**src/design/ssi_pkg.sv**
```systemverilog
// ----------------------------------------------------------------------------
// ssi_pkg: shared types and constants
// Word field types, control structs and the fixed divisor used by the
// sliding Simpson integrator.
// ----------------------------------------------------------------------------
package ssi_pkg;

  localparam int SAMPLE_W = 16;
  localparam int STEP_W   = 16;
  localparam int ANGLE_W  = 36;

  localparam int DIVISOR = 3;

  typedef logic signed [SAMPLE_W-1:0] sample_t;
  typedef logic        [STEP_W-1:0]   step_t;
  typedef logic signed [ANGLE_W-1:0]  angle_t;

  // window control: load shifts a new sample in, rotate cycles the taps
  typedef struct packed {
    logic load;
    logic rotate;
  } win_ctrl_t;

endpackage

```
**src/design/ssi_ifs.sv**
```systemverilog
// ----------------------------------------------------------------------------
// ssi_ifs: word channels
// Valid/ready channels for the sample words and the angle words.
// ----------------------------------------------------------------------------
interface ssi_in_if import ssi_pkg::*; ();
  logic    valid;
  logic    ready;
  sample_t rate_sample;
  step_t   time_step;

  modport source (output valid, output rate_sample, output time_step, input ready);
  modport sink   (input valid, input rate_sample, input time_step, output ready);
endinterface

interface ssi_out_if import ssi_pkg::*; ();
  logic   valid;
  logic   ready;
  angle_t angle;

  modport source (output valid, output angle, input ready);
  modport sink   (input valid, input angle, output ready);
endinterface

```
**src/design/ssi_window.sv**
```systemverilog
// ----------------------------------------------------------------------------
// ssi_window: sample window
// Shift line of the last WINDOW_LEN samples; load shifts a new sample in at
// the newest end, rotate cycles the line so every tap passes the head.
// ----------------------------------------------------------------------------
module ssi_window import ssi_pkg::*; #(
  parameter int WINDOW_LEN = 9
) (
  input  logic      clk,
  input  logic      rst,
  input  win_ctrl_t ctrl,
  input  sample_t   new_sample,
  output sample_t   head
);

  sample_t win [WINDOW_LEN];

  always_ff @(posedge clk) begin
    if (rst) begin
      for (int i = 0; i < WINDOW_LEN; i++) begin
        win[i] <= '0;
      end
    end else if (ctrl.load || ctrl.rotate) begin
      for (int i = 0; i < WINDOW_LEN - 1; i++) begin
        win[i] <= win[i+1];
      end
      win[WINDOW_LEN-1] <= ctrl.load ? new_sample : win[0];
    end
  end

  assign head = win[0];

endmodule

```
**src/design/ssi_div3.sv**
```systemverilog
// ----------------------------------------------------------------------------
// ssi_div3: divide by three
// Reciprocal multiply by ceil(2^DIV_W / 3), high half kept; the quotient is
// registered on start and held until the next start.
// ----------------------------------------------------------------------------
module ssi_div3 import ssi_pkg::*; #(
  parameter int DIV_W = 23
) (
  input  logic             clk,
  input  logic             rst,
  input  logic             start,
  input  logic [DIV_W-1:0] dividend,
  output logic [DIV_W-1:0] quotient
);

  // exact floor(x / 3) for any dividend below 2^(DIV_W-2)
  localparam logic [DIV_W-1:0] RECIP = DIV_W'(((64'd1 << DIV_W) / DIVISOR) + 1);

  logic [2*DIV_W-1:0] scaled;

  assign scaled = (2*DIV_W)'(dividend) * (2*DIV_W)'(RECIP);

  always_ff @(posedge clk) begin
    if (rst) begin
      quotient <= '0;
    end else if (start) begin
      quotient <= scaled[2*DIV_W-1:DIV_W];
    end
  end

endmodule

```
**src/design/sliding_simpson_integrator.sv**
```systemverilog
// The sequencer takes one sample word at a time: the one accumulator walks
// the window one tap a cycle, then two passes go through the shared
// divide-by-three unit; a held angle word stalls the next.
// Reset (rst, synchronous): window cleared to zero, sequencer idle, no word out.
// ----------------------------------------------------------------------------
// sliding_simpson_integrator: sliding-window composite Simpson integrator
// Keeps the last WINDOW_LEN rate samples, forms the Simpson weighted sum,
// scales it by time_step / 3 (truncated toward zero) and emits the angle.
// ----------------------------------------------------------------------------
module sliding_simpson_integrator import ssi_pkg::*; #(
  parameter int WINDOW_LEN = 9
) (
  input  logic clk,
  input  logic rst,
  ssi_in_if.sink    sample,
  ssi_out_if.source result
);

  localparam int IDX_W  = $clog2(WINDOW_LEN);
  // weights reach at most 5 per tap; signed headroom for the whole window
  localparam int SUM_W  = SAMPLE_W + 3 + IDX_W;
  localparam int PROD_W = SUM_W + STEP_W;
  // remainder (0..2) times time_step
  localparam int PART_W = 2 + STEP_W;
  localparam logic [IDX_W-1:0] LAST_IDX = IDX_W'(WINDOW_LEN - 1);
  // with an even window the newest tap sits on an odd index: weight 1 + 4
  localparam bit LAST_ODD = ((WINDOW_LEN - 1) % 2) == 1;

  typedef enum logic [7:0] {
    S_IDLE   = 8'b00000001,
    S_ACCUM  = 8'b00000010,
    S_ABS    = 8'b00000100,
    S_THIRD  = 8'b00001000,
    S_REMAIN = 8'b00010000,
    S_SCALE  = 8'b00100000,
    S_FRAC   = 8'b01000000,
    S_FINISH = 8'b10000000
  } state_t;

  state_t state, state_next;

  logic [IDX_W-1:0]         idx;
  logic signed [SUM_W-1:0]  acc;
  step_t                    dt;
  logic                     neg;
  logic [SUM_W-1:0]         mag;
  logic [1:0]               rem;
  logic [PROD_W-1:0]        whole;
  logic [PART_W-1:0]        part;
  logic [PROD_W-1:0]        total;
  logic [PROD_W-1:0]        signed_total;
  logic                     out_valid;
  angle_t                   out_angle;

  win_ctrl_t                win_ctrl;
  sample_t                  head;
  logic signed [SUM_W-1:0]  head_ext;
  logic signed [SUM_W-1:0]  term;

  logic                     div_start;
  logic [SUM_W-1:0]         div_dividend;
  logic [SUM_W-1:0]         quotient;

  logic in_take;
  logic out_free;

  assign in_take  = sample.valid && sample.ready;
  assign out_free = !out_valid || result.ready;

  // -------------------------------------------------------------------------
  // Window: the new sample shifts in on acceptance, then the line rotates
  // once per ACCUM cycle so tap idx sits at the head; after WINDOW_LEN
  // rotations it is back in order for the next word.
  // -------------------------------------------------------------------------
  assign win_ctrl.load   = in_take;
  assign win_ctrl.rotate = (state == S_ACCUM);

  ssi_window #(.WINDOW_LEN(WINDOW_LEN)) u_window (
    .clk        (clk),
    .rst        (rst),
    .ctrl       (win_ctrl),
    .new_sample (sample.rate_sample),
    .head       (head)
  );

  // Simpson weight for the tap at the head: ends 1, odd 4, interior even 2; a newest tap on an odd index takes 1 + 4
  assign head_ext = SUM_W'(head);

  always_comb begin
    if (idx == '0) begin
      term = head_ext;
    end else if (idx == LAST_IDX) begin
      term = LAST_ODD ? (head_ext <<< 2) + head_ext : head_ext;
    end else if (idx[0]) begin
      term = head_ext <<< 2;
    end else begin
      term = head_ext <<< 1;
    end
  end

  // -------------------------------------------------------------------------
  // Sequencer
  // -------------------------------------------------------------------------
  always_comb begin
    state_next = state;
    case (state)
      S_IDLE: begin
        if (in_take) state_next = S_ACCUM;
      end
      S_ACCUM: begin
        if (idx == LAST_IDX) state_next = S_ABS;
      end
      S_ABS: begin
        state_next = S_THIRD;
      end
      S_THIRD: begin
        state_next = S_REMAIN;
      end
      S_REMAIN: begin
        state_next = S_SCALE;
      end
      S_SCALE: begin
        state_next = S_FRAC;
      end
      S_FRAC: begin
        state_next = S_FINISH;
      end
      S_FINISH: begin
        if (out_free) state_next = S_IDLE;
      end
      default: begin
        state_next = S_IDLE;
      end
    endcase
  end

  always_ff @(posedge clk) begin
    if (rst) begin
      state     <= S_IDLE;
      out_valid <= 1'b0;
    end else begin
      state <= state_next;
      if (state == S_FINISH && out_free) begin
        out_valid <= 1'b1;
      end else if (result.ready) begin
        out_valid <= 1'b0;
      end
    end
  end

  // -------------------------------------------------------------------------
  // Scaling: with |W| = 3q + r, |W| * dt / 3 = q * dt + (r * dt) / 3, so the
  // one divide-by-three unit is used twice on narrow operands. The sign goes
  // back on at the end, so the result truncates toward zero.
  // -------------------------------------------------------------------------
  always_ff @(posedge clk) begin
    case (state)
      S_IDLE: begin
        if (in_take) begin
          idx <= '0;
          acc <= '0;
          dt  <= sample.time_step;
        end
      end
      S_ACCUM: begin
        acc <= acc + term;
        idx <= idx + IDX_W'(1);
      end
      S_ABS: begin
        neg <= acc[SUM_W-1];
        mag <= acc[SUM_W-1] ? $unsigned(-acc) : $unsigned(acc);
      end
      S_REMAIN: begin
        // quotient holds |W| / 3 here
        rem   <= 2'(mag - quotient - (quotient << 1));
        whole <= PROD_W'(quotient) * PROD_W'(dt);
      end
      S_SCALE: begin
        part <= PART_W'(rem) * PART_W'(dt);
      end
      S_FINISH: begin
        if (out_free) out_angle <= signed_total[ANGLE_W-1:0];
      end
      default: begin
      end
    endcase
  end

  // first pass divides |W| (from THIRD), second pass r * dt (from FRAC)
  assign div_start    = (state == S_THIRD) || (state == S_FRAC);
  assign div_dividend = (state == S_FRAC) ? SUM_W'(part) : mag;

  ssi_div3 #(.DIV_W(SUM_W)) u_div3 (
    .clk      (clk),
    .rst      (rst),
    .start    (div_start),
    .dividend (div_dividend),
    .quotient (quotient)
  );

  // low ANGLE_W bits of the signed result form the angle
  assign total        = whole + PROD_W'(quotient);
  assign signed_total = neg ? -total : total;

  assign sample.ready = (state == S_IDLE);
  assign result.valid = out_valid;
  assign result.angle = out_angle;

`ifndef SYNTHESIS
  a_take_starts_accum: assert property (@(posedge clk) disable iff (rst)
    in_take |=> (state == S_ACCUM) && (idx == '0))
    else $error("accepted word did not start accumulation");

  a_finish_loads_out: assert property (@(posedge clk) disable iff (rst)
    (state == S_FINISH) && out_free |=> out_valid && (state == S_IDLE))
    else $error("finished word not presented");

  a_angle_held: assert property (@(posedge clk) disable iff (rst)
    out_valid && !result.ready |=> out_valid && $stable(out_angle))
    else $error("waiting angle word changed or dropped");

  a_rem_range: assert property (@(posedge clk) disable iff (rst)
    (state == S_SCALE) |-> (rem != 2'd3))
    else $error("remainder out of range");
`endif

endmodule

```
**src/flat_wrapper.sv**
```systemverilog
// flat-port wrapper written by rule: the top's interface ports become plain ports
module sliding_simpson_integrator_flat import ssi_pkg::*;
#(
  parameter int WINDOW_LEN = 9
)
  (clk, rst, sample_valid, sample_rate_sample, sample_time_step, sample_ready, result_valid, result_angle, result_ready);
  ssi_in_if sample_i ();
  ssi_out_if result_i ();
  input  logic clk;
  input  logic rst;
  input wire logic [$bits(sample_i.valid)-1:0] sample_valid;
  input wire logic [$bits(sample_i.rate_sample)-1:0] sample_rate_sample;
  input wire logic [$bits(sample_i.time_step)-1:0] sample_time_step;
  output wire logic [$bits(sample_i.ready)-1:0] sample_ready;
  output wire logic [$bits(result_i.valid)-1:0] result_valid;
  output wire logic [$bits(result_i.angle)-1:0] result_angle;
  input wire logic [$bits(result_i.ready)-1:0] result_ready;
  assign sample_i.valid = sample_valid;
  assign sample_i.rate_sample = sample_rate_sample;
  assign sample_i.time_step = sample_time_step;
  assign sample_ready = sample_i.ready;
  assign result_valid = result_i.valid;
  assign result_angle = result_i.angle;
  assign result_i.ready = result_ready;
  sliding_simpson_integrator #(.WINDOW_LEN(WINDOW_LEN)) u_core (.clk(clk), .rst(rst), .sample(sample_i), .result(result_i));
endmodule
```
**config.mk**
```make
export PLATFORM = sky130hd
export DESIGN_NAME = sliding_simpson_integrator_flat
export DESIGN_NICKNAME = d
export VERILOG_FILES = /design/src/design/ssi_pkg.sv /design/src/design/ssi_ifs.sv /design/src/design/ssi_window.sv /design/src/design/ssi_div3.sv /design/src/design/sliding_simpson_integrator.sv /design/src/flat_wrapper.sv
export SDC_FILE = /design/constraint.sdc
export NUM_CORES = 2
export LEC_CHECK = 0
export BUFFER_PORTS_ARGS = -buffer_cell sky130_fd_sc_hd__buf_4
export CAP_MARGIN = 20
export CORE_ASPECT_RATIO = 1.25
export CORE_MARGIN = 2
export CORE_UTILIZATION = 40
export CTS_CLUSTER_SIZE = 16
export DETAILED_ROUTE_END_ITERATION = 8
export MAX_ROUTING_LAYER = met4
export PLACE_DENSITY_LB_ADDON = 0.08
export SETUP_SLACK_MARGIN = 0.05
export SLEW_MARGIN = 15
export SYNTH_ARGS = -nofsm -noshare
export SYNTH_HDL_FRONTEND = slang
export SYNTH_SLANG_ARGS = --single-unit
```
**constraint.sdc**
```tcl
create_clock -name clk -period 17.4 [get_ports clk]
set_input_delay 0.87 -clock clk [delete_from_list [all_inputs] [get_ports clk]]
set_output_delay 0.87 -clock clk [all_outputs]
set_load 0.03 [all_outputs]
```
==> results.cfg <==
[synthesis]
synth-edff-count = 303
synth.avg_cell_area_sq_um = 10.1
ys_seq_area_frac = 0.266
synth_top_area_frac = 0.249
netlist_area_sq_um = 36500
netlist_top_cells_area = fa_1 25%, edfxtp_1 25%, ha_1 13%, inv_1 6.5%, and2_1 5.1%
synth.distinct_cells = 83
ys.flop_type = edfxtp_1
synth_fa_ha_area_frac = 0.379
synth_top_cell_by_area = fa_1
synth_top_family_by_area = adder cells
synth_cells = 3622
async_reset_ff_frac = 0
synth.area.mux_share = 0.0114
ys_ff_latch = 334
synth_compound_area_frac = 0.0767
synthXorXnorAreaFrac = 0.0450
ys_warn_count = 0
synthSimpleGateAreaFrac = 0.145
synth_nets = 4490

[placed_design]
gp_congestion = 0.929
io_buffers = 73
placed_cell_area_sq_um = 38500
dp_hpwl_microns = 74900
dp_worst_setup_slack_ps = 8900

[pwr]
p_leak_nw = 18.2
powerDensity_nw_per_um2 = 64.2
max-vdd-ir-drop_mv = 0.0821
design_power_total_mw = 2.55

[global_route]
overflow = 0
grt_max_degree = 129
track_usage = 0.219
antenna_found_initial = 2
grt_pass1_vias = 26047
grt_first_pass_wirelength_microns = 152000

[cts]
path_clk_slew_ps = 60
root_buffer = clkbuf_16
cts_hold_buf = 0
clock_path_buffers = 3
cts_resized = 0
cts_tree = done
numCtsBuffers = 39
clkSinkCount = 334
post-cts-setup-buffer-count = 0
worstSkewPairLatency_ps = 590
h-tree-depth = 2

[sta]
timing.setup.tns_ps = 0
worst_slack_ps = 8980
fin_crit_sh = 0.484
slew_violations = 0
max_slew_margin = 0.319
finalCriticalPeriod_ps = 8420
fin_worst_skew_ps = 20.3
tightest_slew_ps = 1020
finalHoldViolations = 0
rsz0062_at_grt = no
setup_violations = 0
max_freq_ghz = 0.119

[die]
rows = 123
io_pins = 74
initial_core_util = 0.405
die_y_microns = 342
dieArea_sq_um = 93800
fp.dieW_microns = 274
core-area_sq_um = 90200

[worst_setup_path]
cp-start-kind = flop
cp.required_ps = 17880
r2r_setup_slack_ps = 8980
critPathLaunch = u_core.state[0]
r2r_end = u_core.u_div3.quotient[11]
end_kind = flop
worstReg2RegStart = u_core.state[0]
worstSetupPathType = reg -> reg
critPathMaxFanout = 28
cp.arrival_ps = 8900
rr_worst_depth = 26

[min_path]
min_to = u_core.dt[15]
hold_path_class = in -> reg
min_from = sample_time_step[15]
holdPathStages = 1

[cells_and_area]
area_delta_synth_final_pct = 8.92
nFillCells = 8885
final_cell_mix = 628 x inv_1, 455 x fa_1, 403 x nand2_1
final_area_sq_um = 39800
fin_util = 0.441
fin_nets = 4532
seq_area_sq_um = 9720
multi_input_area_sq_um = 24000
layout-drive-gt1-share = 0.0631
final_common_cell = inv_1

[detailed_routing]
wl_per_cell_microns = 19.7
drc_errors = 0
drtIter0Drc = 1419
drt_pass1_iterations = 6
routed_wl_microns = 96300
via_per_inst = 5.09
ant_nets = 0
routed-via-count = 24820

[run]
drv_cap = 0

[run_status]
status = finished clean
==> registers in the layout, summed over array words and instances, names as in the netlist <==
register,count
u_core.u_window.win,144
u_core.result.valid,1
u_core.rem,2
u_core.whole,36
u_core.u_div3.quotient,22
u_core.neg,1
u_core.dt,16
u_core.acc,23
u_core.mag,23
u_core.result.angle,36
u_core.idx,4
u_core.state,8
u_core.part,18
==> stage by stage <==
stage | cells | hold WS [ps]
after global routing | 4881 | 431
after global placement | 4810 | 500
after detailed placement | 4810 | 502
final | 4881 | 466
after CTS | 4880 | 424
after floorplan | 3622 | 457
==> how the worst max path moves through the flow <==
stage,slack (ps),cells past startpoint,to
2_1_floorplan,9610,26,u_core.u_div3.quotient[11]
3_3_place_gp,9100,26,u_core.u_div3.quotient[20]
3_5_place_dp,8900,26,u_core.u_div3.quotient[20]
4_1_cts,8890,26,u_core.u_div3.quotient[20]
5_1_grt,8490,26,u_core.u_div3.quotient[20]
6_report,8980,26,u_core.u_div3.quotient[11]
==> power breakdown <==
part	switching (mW)	internal, mW	total [mW]
registers	0.0489	0.994	1.04
logic	0.421	0.259	0.681
clock network	0.357	0.474	0.832
total	0.828	1.73	2.55
==> area by class of cell <==
cell class              count  share of cell area
diodes                      1           0.0000629
clock buffers              48              0.0259
clock inverters            22             0.00616
inverters                 629              0.0593
multi-input cells        2537               0.604
flip-flops and latches    334               0.244
well taps                1187              0.0373
repair buffers            123              0.0232
==> metal layers <==
metal | part of all wire | global-route usage | vias to the layer above | wire [microns]
li1 | - | - | 11881 | -
met2 | 0.49 | 0.370 | 384 | 47300
met1 | 0.45 | 0.285 | 12445 | 43700
met3 | 0.029 | 0.0179 | 110 | 2830
met5 | 0 | - | - | 0
met4 | 0.025 | 0.0563 | 0 | 2450
==> logic make-up (layout without fill, tap and decap cells) <==
group / after synthesis / after routing
AO/OA/AOI/OAI: 429 / 429
AND/OR/NAND/NOR: 1049 / 1049
XOR/XNOR: 187 / 187
adder cells (fa/ha/maj): 832 / 832
other: 0 / 1
buffers and inverters: 751 / 822
flip-flops: 334 / 334
multiplexers: 40 / 40
==> synth_stat cells (7+ instances only) <==
master and number:
a211oi_1 20, a21o_1 55, a21oi_1 124, a31oi_1 19
and2_1 298, and3_1 20, clkbuf_1 114, dfxtp_1 31
edfxtp_1 303, fa_1 455, ha_1 377, inv_1 628
mux2_2 12, mux2i_1 28, nand2_1 403, nand2b_1 16
nand3_1 49, nand3b_1 8, nand4_1 22, nand4b_1 8
nor2_1 113, nor2b_1 17, nor3_1 29, nor3b_1 7
o211ai_1 9, o21ai_0 89, o21bai_1 14, o31ai_1 16
or2_2 9, or3_1 14, or4_1 11, xnor2_1 126
xor2_1 60
==> critical path, stage by stage (launching register included) <==
cell,delay (ps)
dfxtp_1,340
nor4_2,750
nand2_1,110
buf_4,280
mux2i_1,380
inv_1,230
ha_1,460
inv_1,90
fa_1,550
fa_1,550
inv_1,50
fa_1,490
inv_1,50
fa_1,490
fa_1,490
inv_1,50
fa_1,380
ha_1,340
a21oi_1,150
o22ai_1,140
or2_2,360
o211ai_1,390
a21oi_1,100
or3b_2,490
a31oi_1,250
nor4_1,80
a211o_1,240
(Power assumes the default switching activity.)
